<file path="src/sv/sacache_pkg.sv">
package sacache_pkg;

    localparam int ADDR_W    = 32;
    localparam int CMD_W     = 2;
    localparam int SETS      = 8;
    localparam int SET_W     = 3;
    localparam int SET_LSB   = 5;
    localparam int TAG_LSB   = 8;
    localparam int TAG_W     = 24;
    localparam int LAT_W     = 10;
    localparam int OLAT_W    = 12;
    localparam int CNT_W     = 32;
    localparam int CFG_IDX_W = 3;
    localparam int CFG_W     = 10;
    localparam int OUT_W     = 176;

    // commands
    localparam logic [CMD_W-1:0] CMD_LOAD  = 2'd0;
    localparam logic [CMD_W-1:0] CMD_STORE = 2'd1;
    localparam logic [CMD_W-1:0] CMD_DRAIN = 2'd2;

    // register indexes
    localparam logic [CFG_IDX_W-1:0] REG_ENABLE      = 3'd0;
    localparam logic [CFG_IDX_W-1:0] REG_LOOKUP_LAT  = 3'd1;
    localparam logic [CFG_IDX_W-1:0] REG_READ_LAT    = 3'd2;
    localparam logic [CFG_IDX_W-1:0] REG_WRITE_LAT   = 3'd3;
    localparam logic [CFG_IDX_W-1:0] REG_WCACHE_LAT  = 3'd4;

    // register reset values
    localparam logic [LAT_W-1:0] RST_LOOKUP_LAT = 10'd1;
    localparam logic [LAT_W-1:0] RST_READ_LAT   = 10'd100;
    localparam logic [LAT_W-1:0] RST_WRITE_LAT  = 10'd100;
    localparam logic [LAT_W-1:0] RST_WCACHE_LAT = 10'd1;

    // controller to datapath
    typedef struct packed {
        logic accept;
        logic commit_acc;
        logic drain_step;
        logic commit_drain;
    } sacache_cmd_t;

    // datapath to controller
    typedef struct packed {
        logic out_free;
        logic drain_last;
    } sacache_sts_t;

endpackage

</file>
<file path="src/sv/sacache_dp.sv">
module sacache_dp #(
    parameter int NUM_WAYS = 4
) (
    input  logic                                clk,
    input  logic                                rst_n,
    input  logic                                cfg_we,
    input  logic [sacache_pkg::CFG_IDX_W-1:0]   cfg_index,
    input  logic [sacache_pkg::CFG_W-1:0]       cfg_data,
    input  logic [sacache_pkg::CMD_W-1:0]       in_cmd,
    input  logic [sacache_pkg::ADDR_W-1:0]      in_addr,
    input  sacache_pkg::sacache_cmd_t           ctl,
    output sacache_pkg::sacache_sts_t           sts,
    output logic                                m_axis_tvalid,
    input  logic                                m_axis_tready,
    output logic [sacache_pkg::OUT_W-1:0]       m_axis_tdata
);
    import sacache_pkg::*;

    localparam int PTR_W  = (NUM_WAYS > 1) ? $clog2(NUM_WAYS) : 1;
    localparam int ROW_W  = NUM_WAYS * TAG_W;
    localparam int DCNT_W = $clog2(SETS * NUM_WAYS + 1);
    localparam int PCNT_W = $clog2(NUM_WAYS + 1);
    localparam int PAD_W  = OUT_W - (OLAT_W + 2 + 5 * CNT_W);

    function automatic logic [CNT_W-1:0] sat_add(input logic [CNT_W-1:0] a,
                                                 input logic [CNT_W-1:0] b);
        logic [CNT_W:0] s;
        s = {1'b0, a} + {1'b0, b};
        return s[CNT_W] ? {CNT_W{1'b1}} : s[CNT_W-1:0];
    endfunction

    // configuration
    logic             enable_reg;
    logic [LAT_W-1:0] lookup_lat_reg;
    logic [LAT_W-1:0] read_lat_reg;
    logic [LAT_W-1:0] write_lat_reg;
    logic [LAT_W-1:0] wcache_lat_reg;

    // captured item
    logic [CMD_W-1:0] cmd_reg;
    logic [TAG_W-1:0] tag_reg;
    logic [SET_W-1:0] set_reg;

    // tag memory, one row per set
    logic [ROW_W-1:0] tag_mem [SETS];
    logic [ROW_W-1:0] tag_row_reg;
    logic             row_rd_valid_reg;
    logic [SETS-1:0]  row_valid_reg;

    logic [NUM_WAYS-1:0] dirty_reg [SETS];
    logic [PTR_W-1:0]    ptr_reg   [SETS];

    logic [SET_W-1:0]  drain_row_reg;
    logic [DCNT_W-1:0] drain_sum_reg;

    logic [CNT_W-1:0] loads_reg;
    logic [CNT_W-1:0] stores_reg;
    logic [CNT_W-1:0] load_miss_reg;
    logic [CNT_W-1:0] store_miss_reg;
    logic [CNT_W-1:0] wb_cnt_reg;

    logic              out_valid_reg;
    logic [OLAT_W-1:0] out_lat_reg;
    logic              out_hit_reg;
    logic              out_wb_reg;

    logic [ROW_W-1:0]    eff_row;
    logic [ROW_W-1:0]    new_row;
    logic [NUM_WAYS-1:0] match;
    logic                found;
    logic [PTR_W-1:0]    hit_way;
    logic [PTR_W-1:0]    victim;
    logic [PTR_W-1:0]    victim_next;
    logic [NUM_WAYS-1:0] dirty_row;
    logic [NUM_WAYS-1:0] dirty_row_next;
    logic [SET_W-1:0]    rd_set;
    logic [PCNT_W-1:0]   pcnt;
    logic                is_load;
    logic                is_store;
    logic                do_cache;
    logic                was_dirty;
    logic                miss;
    logic [OLAT_W-1:0]   lat_calc;
    logic                out_free;

    assign out_free       = !out_valid_reg || m_axis_tready;
    assign sts.out_free   = out_free;
    assign sts.drain_last = (drain_row_reg == SET_W'(SETS - 1));

    always_ff @(posedge clk or negedge rst_n)
    begin
        if (!rst_n)
        begin
            enable_reg     <= 1'b1;
            lookup_lat_reg <= RST_LOOKUP_LAT;
            read_lat_reg   <= RST_READ_LAT;
            write_lat_reg  <= RST_WRITE_LAT;
            wcache_lat_reg <= RST_WCACHE_LAT;
        end
        else if (cfg_we)
        begin
            unique case (cfg_index)
                REG_ENABLE:     enable_reg     <= cfg_data[0];
                REG_LOOKUP_LAT: lookup_lat_reg <= cfg_data;
                REG_READ_LAT:   read_lat_reg   <= cfg_data;
                REG_WRITE_LAT:  write_lat_reg  <= cfg_data;
                REG_WCACHE_LAT: wcache_lat_reg <= cfg_data;
                default: ;
            endcase
        end
    end

    always_ff @(posedge clk)
    begin
        if (ctl.accept)
        begin
            cmd_reg <= in_cmd;
            tag_reg <= in_addr[TAG_LSB +: TAG_W];
            set_reg <= in_addr[SET_LSB +: SET_W];
        end
    end

    // registered read at accept, row write at commit of a miss
    always_ff @(posedge clk)
    begin
        if (ctl.accept)
        begin
            tag_row_reg      <= tag_mem[in_addr[SET_LSB +: SET_W]];
            row_rd_valid_reg <= row_valid_reg[in_addr[SET_LSB +: SET_W]];
        end
        if (ctl.commit_acc && do_cache && miss)
            tag_mem[set_reg] <= new_row;
    end

    assign eff_row  = row_rd_valid_reg ? tag_row_reg : '0;
    assign is_load  = (cmd_reg == CMD_LOAD);
    assign is_store = (cmd_reg == CMD_STORE);
    assign do_cache = (is_load || is_store) && enable_reg;

    always_comb
    begin
        hit_way = '0;
        for (int w = 0; w < NUM_WAYS; w++)
            match[w] = (eff_row[w*TAG_W +: TAG_W] == tag_reg);
        for (int w = NUM_WAYS - 1; w >= 0; w--)
            if (match[w])
                hit_way = PTR_W'(w);
    end

    assign found     = |match;
    assign miss      = !found;
    assign rd_set    = (cmd_reg == CMD_DRAIN) ? drain_row_reg : set_reg;
    assign dirty_row = dirty_reg[rd_set];
    assign victim    = ptr_reg[set_reg];
    assign was_dirty = dirty_row[victim];
    assign victim_next = (victim == PTR_W'(NUM_WAYS - 1)) ? '0 : victim + 1'b1;

    always_comb
    begin
        new_row = eff_row;
        new_row[victim*TAG_W +: TAG_W] = tag_reg;
    end

    always_comb
    begin
        dirty_row_next = dirty_row;
        if (found)
        begin
            if (is_store)
                dirty_row_next[hit_way] = 1'b1;
        end
        else
            dirty_row_next[victim] = is_store;
    end

    always_comb
    begin
        pcnt = '0;
        for (int w = 0; w < NUM_WAYS; w++)
            pcnt = pcnt + PCNT_W'(dirty_row[w]);
    end

    always_comb
    begin
        lat_calc = '0;
        if (is_load || is_store)
        begin
            if (!enable_reg)
                lat_calc = OLAT_W'(is_load ? read_lat_reg : write_lat_reg);
            else if (found)
                lat_calc = OLAT_W'(is_load ? lookup_lat_reg : wcache_lat_reg);
            else
                lat_calc = OLAT_W'(read_lat_reg)
                         + (was_dirty ? OLAT_W'(write_lat_reg) : '0)
                         + (is_store ? OLAT_W'(wcache_lat_reg) : '0);
        end
    end

    always_ff @(posedge clk or negedge rst_n)
    begin
        if (!rst_n)
        begin
            row_valid_reg  <= '0;
            loads_reg      <= '0;
            stores_reg     <= '0;
            load_miss_reg  <= '0;
            store_miss_reg <= '0;
            wb_cnt_reg     <= '0;
            drain_row_reg  <= '0;
            drain_sum_reg  <= '0;
            for (int s = 0; s < SETS; s++)
            begin
                dirty_reg[s] <= '0;
                ptr_reg[s]   <= '0;
            end
        end
        else
        begin
            if (ctl.accept)
            begin
                drain_row_reg <= '0;
                drain_sum_reg <= '0;
            end
            if (ctl.drain_step)
            begin
                drain_row_reg <= drain_row_reg + 1'b1;
                drain_sum_reg <= drain_sum_reg + DCNT_W'(pcnt);
            end
            if (ctl.commit_drain)
                wb_cnt_reg <= sat_add(wb_cnt_reg, CNT_W'(drain_sum_reg));
            if (ctl.commit_acc && do_cache)
            begin
                dirty_reg[set_reg] <= dirty_row_next;
                if (is_load)
                    loads_reg <= sat_add(loads_reg, CNT_W'(1));
                else
                    stores_reg <= sat_add(stores_reg, CNT_W'(1));
                if (miss)
                begin
                    ptr_reg[set_reg]       <= victim_next;
                    row_valid_reg[set_reg] <= 1'b1;
                    if (is_load)
                        load_miss_reg <= sat_add(load_miss_reg, CNT_W'(1));
                    else
                        store_miss_reg <= sat_add(store_miss_reg, CNT_W'(1));
                    if (was_dirty)
                        wb_cnt_reg <= sat_add(wb_cnt_reg, CNT_W'(1));
                end
            end
        end
    end

    // result register
    always_ff @(posedge clk or negedge rst_n)
    begin
        if (!rst_n)
            out_valid_reg <= 1'b0;
        else if (ctl.commit_acc || ctl.commit_drain)
            out_valid_reg <= 1'b1;
        else if (m_axis_tready)
            out_valid_reg <= 1'b0;
    end

    always_ff @(posedge clk)
    begin
        if (ctl.commit_acc)
        begin
            out_lat_reg <= lat_calc;
            out_hit_reg <= do_cache && found;
            out_wb_reg  <= do_cache && miss && was_dirty;
        end
        else if (ctl.commit_drain)
        begin
            out_lat_reg <= '0;
            out_hit_reg <= 1'b0;
            out_wb_reg  <= 1'b0;
        end
    end

    assign m_axis_tvalid = out_valid_reg;
    assign m_axis_tdata  = {{PAD_W{1'b0}}, wb_cnt_reg, store_miss_reg, load_miss_reg,
                            stores_reg, loads_reg, out_wb_reg, out_hit_reg, out_lat_reg};

endmodule

</file>
<file path="config.mk">
export PLATFORM = sky130hd
export DESIGN_NAME = sacache_dp
export DESIGN_NICKNAME = d
export VERILOG_FILES = /design/src/sv/sacache_pkg.sv /design/src/sv/sacache_dp.sv
export SDC_FILE = /design/constraint.sdc
export NUM_CORES = 2
export LEC_CHECK = 0
export ABC_CLOCK_PERIOD_IN_PS = 15500
export CAP_MARGIN = 15
export CORE_ASPECT_RATIO = 0.75
export CORE_UTILIZATION = 45
export CTS_CLUSTER_SIZE = 20
export DETAILED_ROUTE_END_ITERATION = 10
export DONT_BUFFER_PORTS = 1
export SLEW_MARGIN = 30
export SYNTH_ARGS = -nofsm -noshare
export SYNTH_HDL_FRONTEND = slang
export SYNTH_SLANG_ARGS = --single-unit
</file>
<file path="constraint.sdc">
create_clock -name clk -period 15.5 [get_ports clk]
set_input_delay 0 -clock clk [delete_from_list [all_inputs] [get_ports clk]]
set_output_delay 0 -clock clk [all_outputs]
set_load 0.02 [all_outputs]
</file>
# Word-level counts from Yosys, hierarchy flattened
# Memory sizes are Yosys's and may differ from the RTL's. A register that Yosys moved wholly into a read port is not among the register bits.
# Cells that the tools add are included.
word_totals:
  reg_bits: 311
  mem_bits_rw: 768
  in_bits: 55
  output_inout_bits: 179
  mem_count: 1
op_classes:
  n_addsub: 15
  multipliers: 1
  n_lt_le_gt_ge: 10
  n_eq_ne: 12
  shift: 2
  n_mux: 63
  bitwise_logic: 6
  reduce_logical: 31
memory_table:
  columns: ["name", "words", "word_bits", "read_ports", "rd_clocked_by_memory_dff", "write_ports", "line_no", "text"]
  rows:
  - ["tag_mem", 8, 96, 1, 1, 1, "sacache_dp.sv:45", "logic [ROW_W-1:0] tag_mem [SETS];"]
ops:
  columns: ["cell", "n"]
  rows:
  - ["$mux W32", 10]
  - ["$add A32 B1 Y33 const B", 5]
  - ["$bwmux W96", 1]
  - ["$eq A24 B24 Y1", 4]
  - ["$mux W96", 1]
  - ["$shift A24 B34 Y96 const A", 1]
  - ["$shiftx A24 B34 Y96", 1]
  - ["$mux W12", 5]
  - ["$mux W10", 4]
  - ["$neg A7 Y34", 1]
  - ["$add A32 B6 Y33", 1]
  - ["$bwmux W32", 1]
  - ["$mux W4", 5]
  - ["$bwmux W16", 1]
  - ["$mux W2", 8]
  - ["$reduce_and A2 Y1", 8]
  - ["$add A11 B10 Y12", 1]
  - ["$bmux W4 S3", 1]
  - ["$demux W4 S3", 1]
  - ["$mux W1", 12]
  - ["$mux W6", 2]
  - ["$add A10 B10 Y11", 1]
  - ["$logic_and A1 B1 Y1", 10]
  - ["$mux W3", 3]
  - ["other kinds (36)", 52]

# Depth between registers and ports, before layout
logic_depth:
  word_depth: 15
  depth_mapped: 24
  ltp_nobuf: 21

# Worst setup path after synthesis
# No wires, ideal clock.
synth_timing:
  path_type: "register to register"
  from: "reg tag_reg[21]"
  to: "reg ptr_reg[6] (netlist bit)"
  setup_ns: 0.086
  arrival_ns: 6.654
  required_time_ns: 15.414
  path_slack_ns: 8.760
  path_stages_with_launch: 12
  path_cell_list: "edfxtp_1 buf_2 xnor2_1 a31o_2 a22oi_1 nor4_1 nand3_1 nand4_1 buf_2 buf_2 nor2_1 mux2_2"
synth_via:
  elab_chain_cells: 4
  word_cells_on_any_way: 7
synth_rtl:
  columns: ["element", "line_no", "text"]
  rows:
  - ["from (decl)", "sacache_dp.sv:41", "logic [TAG_W-1:0] tag_reg;"]
  - ["from (signal assigned)", "sacache_dp.sv:118", "tag_reg <= in_addr[TAG_LSB +: TAG_W];"]
  - ["$eq A24 B24 Y1", "sacache_dp.sv:144", "match[w] = (eff_row[w*TAG_W +: TAG_W] == tag_reg);"]
  - ["$reduce_or A4 Y1 *", "sacache_dp.sv:150", "assign found = |match;"]
  - ["$not A1 Y1 (no source line) *", null, null]
  - ["$reduce_and A2 Y1 (no source line) *", null, null]
  - ["to (signal, indexed assignment)", "sacache_dp.sv:240", "ptr_reg[set_reg] <= victim_next;"]
  - ["to (decl)", "sacache_dp.sv:51", "logic [PTR_W-1:0] ptr_reg [SETS];"]
# Every way passes the cells marked *; elsewhere a longest branch is shown, timed or not.
# A chain may end at the register's enable or synchronous reset.

# Worst setup path after layout
layout_timing:
  from: "reg row_rd_valid_reg"
  to: "mem tag_mem[5][9] (netlist bit) (enable)"
layout_via:
  elab_chain_cells: 7
  word_cells_on_any_way: 10
layout_rtl:
  columns: ["element", "line_no", "text"]
  rows:
  - ["from (decl)", "sacache_dp.sv:47", "logic row_rd_valid_reg;"]
  - ["from (signal assigned)", "sacache_dp.sv:129", "row_rd_valid_reg <= row_valid_reg[in_addr[SET_LSB +: SET_W]];"]
  - ["$mux W96 *", "sacache_dp.sv:135", "assign eff_row = row_rd_valid_reg ? tag_row_reg : '0;"]
  - ["$eq A24 B24 Y1", "sacache_dp.sv:144", null]
  - ["$reduce_or A4 Y1 *", "sacache_dp.sv:150", null]
  - ["$logic_not A1 Y1 *", "sacache_dp.sv:151", "assign miss = !found;"]
  - ["$logic_and A1 B1 Y1 *", "sacache_dp.sv:131", "if (ctl.commit_acc && do_cache && miss)"]
  - ["$mux W1 *", "sacache_dp.sv:131", null]
  - ["$mux W1 (not written as such) *", "sacache_dp.sv:132", "tag_mem[set_reg] <= new_row;"]
  - ["to (decl)", "sacache_dp.sv:45", null]
# Marks and branches as above.

==> results_dict.tcl <==
set metrics [dict create \
    status "completed" \
    fillerInstances 9279 \
    drcViolationCount 0 \
    largest_register_ffs 768 \
    worstPathRequired_ns 15.84 \
    netlist_top_cells_count "edfxtp_1 (908), nand2_1 (269), dfrtp_1 (258), mux4_2 (198), mux2_2 (193)" \
    tns_ns 0 \
    io_buffer_count 0 \
    post_synth_main_area_contributors "edfxtp_1 (53%), dfrtp_1 (13%), mux4_2 (8.6%)" \
    ys_async_sr_fraction_pct 22.72 \
    maximum_number_of_pins_on_one_net_before_global_route_repair 268 \
    cp.arrival_ns 6.19 \
    global_route_wire_length_before_repair_mm 195.8 \
    postSynthRegisterBits 1175 \
    cts_repair_resize_count 0 \
    initial_utilization_pct 45.38 \
    vias_per_cell 6.025 \
    wire_per_inst_um 25.67 \
    rsz0062_at_grt "false" \
    routed_vias 30760 \
    pwr_density_cell_nw_per_um2 150.5 \
    synth.distinct_cells 79 \
    hold-path-endpoint "write_lat_reg[7]$_DFFE_PN0P_" \
    clkTransAtPathRegs_ns 0.06 \
    detailed_place.area_um2 53230 \
    worst_ir_drop_vdd_uv 111.8 \
    criticalPathCategory "flip-flop to flip-flop" \
    fin_hold_ws_ns 0.05058 \
    sequential_cell_area_fraction_in_the_yosys_report_pct 65.84 \
    first_global_vias 29960 \
    grt_antenna_before_repair 1 \
    fmax_ghz 0.1711 \
    cts-htree-levels 3 \
    synth.avg_cell_area_um2 15.14 \
    postSynthCellCount 3407 \
    report.final.slew_viol_count 0 \
    die_width_um 392.9 \
    static-leakage-power_nw 20.70 \
    number_of_hold_slack_violations_in_the_final_timing_report 0 \
    timing.slew.headroom_pct 31.66 \
    syn_to_layout_area_delta_pct 13.02 \
    design_area_um2 58300 \
    worstReg2RegStart "row_rd_valid_reg$_DFFE_PP_" \
    drv_cap 0 \
    antenna_left 0 \
    post-synth-top-area-cell "edfxtp_1" \
    min_delay_path_depth 2 \
    dpl.hpwl_mm 74.74 \
    rrSetupSlack_ns 9.65 \
    io_pins 234 \
    ys.flop_type "edfxtp_1" \
    worstRegToRegCells 11 \
    finClkSkew_ns 0.03192 \
    preCtsSetupSlack_ns 9.631 \
    r2r-end "tag_mem[5][9]$_DFFE_PP_" \
    cts_buffers 115 \
    hold_path_class "input pin to flip-flop" \
    worst_hold_startpoint "cfg_index[0]" \
    tritoncts_num_sinks 1175 \
    timing.critical_path.from_type "flip-flop" \
    critPathMaxFanout 70 \
    syn-cell-area_um2 51580 \
    worst_skew_pair.late_latency_ns 0.72 \
    clock-root-buffer "clkbuf_16" \
    floorplan.rows 107 \
    detailedRoute.firstIterationViolations 3176 \
    drive_gt1_share_pct 18.83 \
    worst-slew-pin-transition_ns 1.025 \
    nNetsFinal 3580 \
    gp_routability_congestion 0.8638 \
    fp.dieArea_um2 116000 \
    fin_crit_sh_pct 37.71 \
    global_route.overflow_total 0 \
    ctsLongestPathBuffers 3 \
    height_of_the_chip_um 295.2 \
    post-synth-top-area-fraction_pct 52.86 \
    grt_util_all_layers_pct 22.52 \
    timing.final.crit_period_ns 5.845 \
    postLayoutCoreUtil_pct 51.29 \
    synth_warnings 0 \
    critical_path.endpoint_type "flip-flop" \
    yosysMostFrequentCell "edfxtp_1" \
    wirelength_mm 131.1 \
    tritoncts "done" \
    number_of_synthesized_flops_with_an_enable_pin 908 \
    detail_route.first_pass.iterations 6 \
    setup-violations-final 0 \
    finalWorstSetupSlack_ns 9.655 \
    core_region_area_um2 113700 \
]
-- critical path: stages (launching register included) --
cell,delay (ns)
edfxtp_1,0.32
buf_4,0.41
buf_4,0.61
o21ai_0,0.19
a22oi_1,0.57
a2111oi_1,0.23
nand3_1,0.29
nand4_1,0.15
buf_4,0.38
nor2_4,0.70
buf_4,0.72
buf_4,0.78
-- logic make-up after synthesis --
family / after synthesis / synth area share [%]
adder cells (fa/ha/maj): 46 / 1.334
AO/OA/AOI/OAI: 583 / 7.724
flip-flops: 1175 / 65.84
other: 1 / 0.007270
buffers and inverters: 254 / 2.042
multiplexers: 423 / 13.50
AND/OR/NAND/NOR: 816 / 7.702
XOR/XNOR: 109 / 1.851
-- where the power goes --
part	internal (mW)	leakage, nW	switching [mW]
clock	1.66	1.87	1.22
sequential	3.82	11.9	0.299
combinational	0.624	6.97	1.16
-- area by class of cell --
cell class	instances	area, um^2	area share, %
clock buffers	148	3084	5.290
diodes	1	2.502	0.004292
clock inverters	69	769.5	1.320
repair buffers	134	1563	2.681
inverters	74	282.8	0.4850
multi-input cells	1979	16730	28.69
flip-flops and latches	1175	33960	58.25
well taps	1526	1909	3.275
-- per-stage QoR --
stage	total power, mW	cells
global placement	5.774	4792
finish	8.776	5106
detailed placement	5.808	4793
CTS	8.774	5093
global route	9.114	5106
floorplan	5.221	3408
-- timing repair --
item | in CTS | in global routing
hold buffers | 83 | 3
buffers inserted | 0 | 0
hold endpoints to repair | 655 | 49
-- cell usage in the layout, fill, tap and decap left out, types with 18 or more instances in the layout --
cell type,count
mux2_2,193
clkbuf_16,117
o32ai_1,32
clkinv_1,20
ha_1,31
nand4_1,40
mux4_2,198
dfrtp_1,258
mux2i_1,27
a22oi_1,30
a22o_1,98
buf_4,33
edfxtp_1,908
and2_1,37
o22ai_1,20
and3_1,60
nand2_1,269
clkinv_2,19
inv_1,73
nor3_1,21
dlygate4sd3_1,81
a31oi_1,40
nor2b_1,18
xnor2_1,38
nor2_1,137
clkbuf_1,27
xor2_1,70
nand3_1,123
a211oi_1,24
nand2b_1,28
o21ai_0,129
a21oi_1,111
-- metal layers --
layer	part of all wire, %	wire (um)	global-route usage (%)
met5	0	0	0
met1	45	59330	34.34
met3	7.9	10380	4.115
met4	2.2	2863	5.609
met2	45	58490	33.29
-- worst max-delay path by stage --
stage                                    endpoint  slack [ns]                        from
finish                    tag_mem[5][9]$_DFFE_PP_        9.65  row_rd_valid_reg$_DFFE_PP_
global route        out_lat_reg[10]$_SDFFCE_PP0P_        9.21        cmd_reg[1]$_DFFE_PP_
CTS                      tag_mem[5][81]$_DFFE_PP_        9.59  row_rd_valid_reg$_DFFE_PP_
detailed placement       tag_mem[5][20]$_DFFE_PP_        9.63  row_rd_valid_reg$_DFFE_PP_
global placement         tag_mem[5][57]$_DFFE_PP_        9.71  row_rd_valid_reg$_DFFE_PP_
floorplan                  ptr_reg[6]$_DFFE_PN0P_        8.76       tag_reg[21]$_DFFE_PP_
Power figures use the tool's default switching activity.
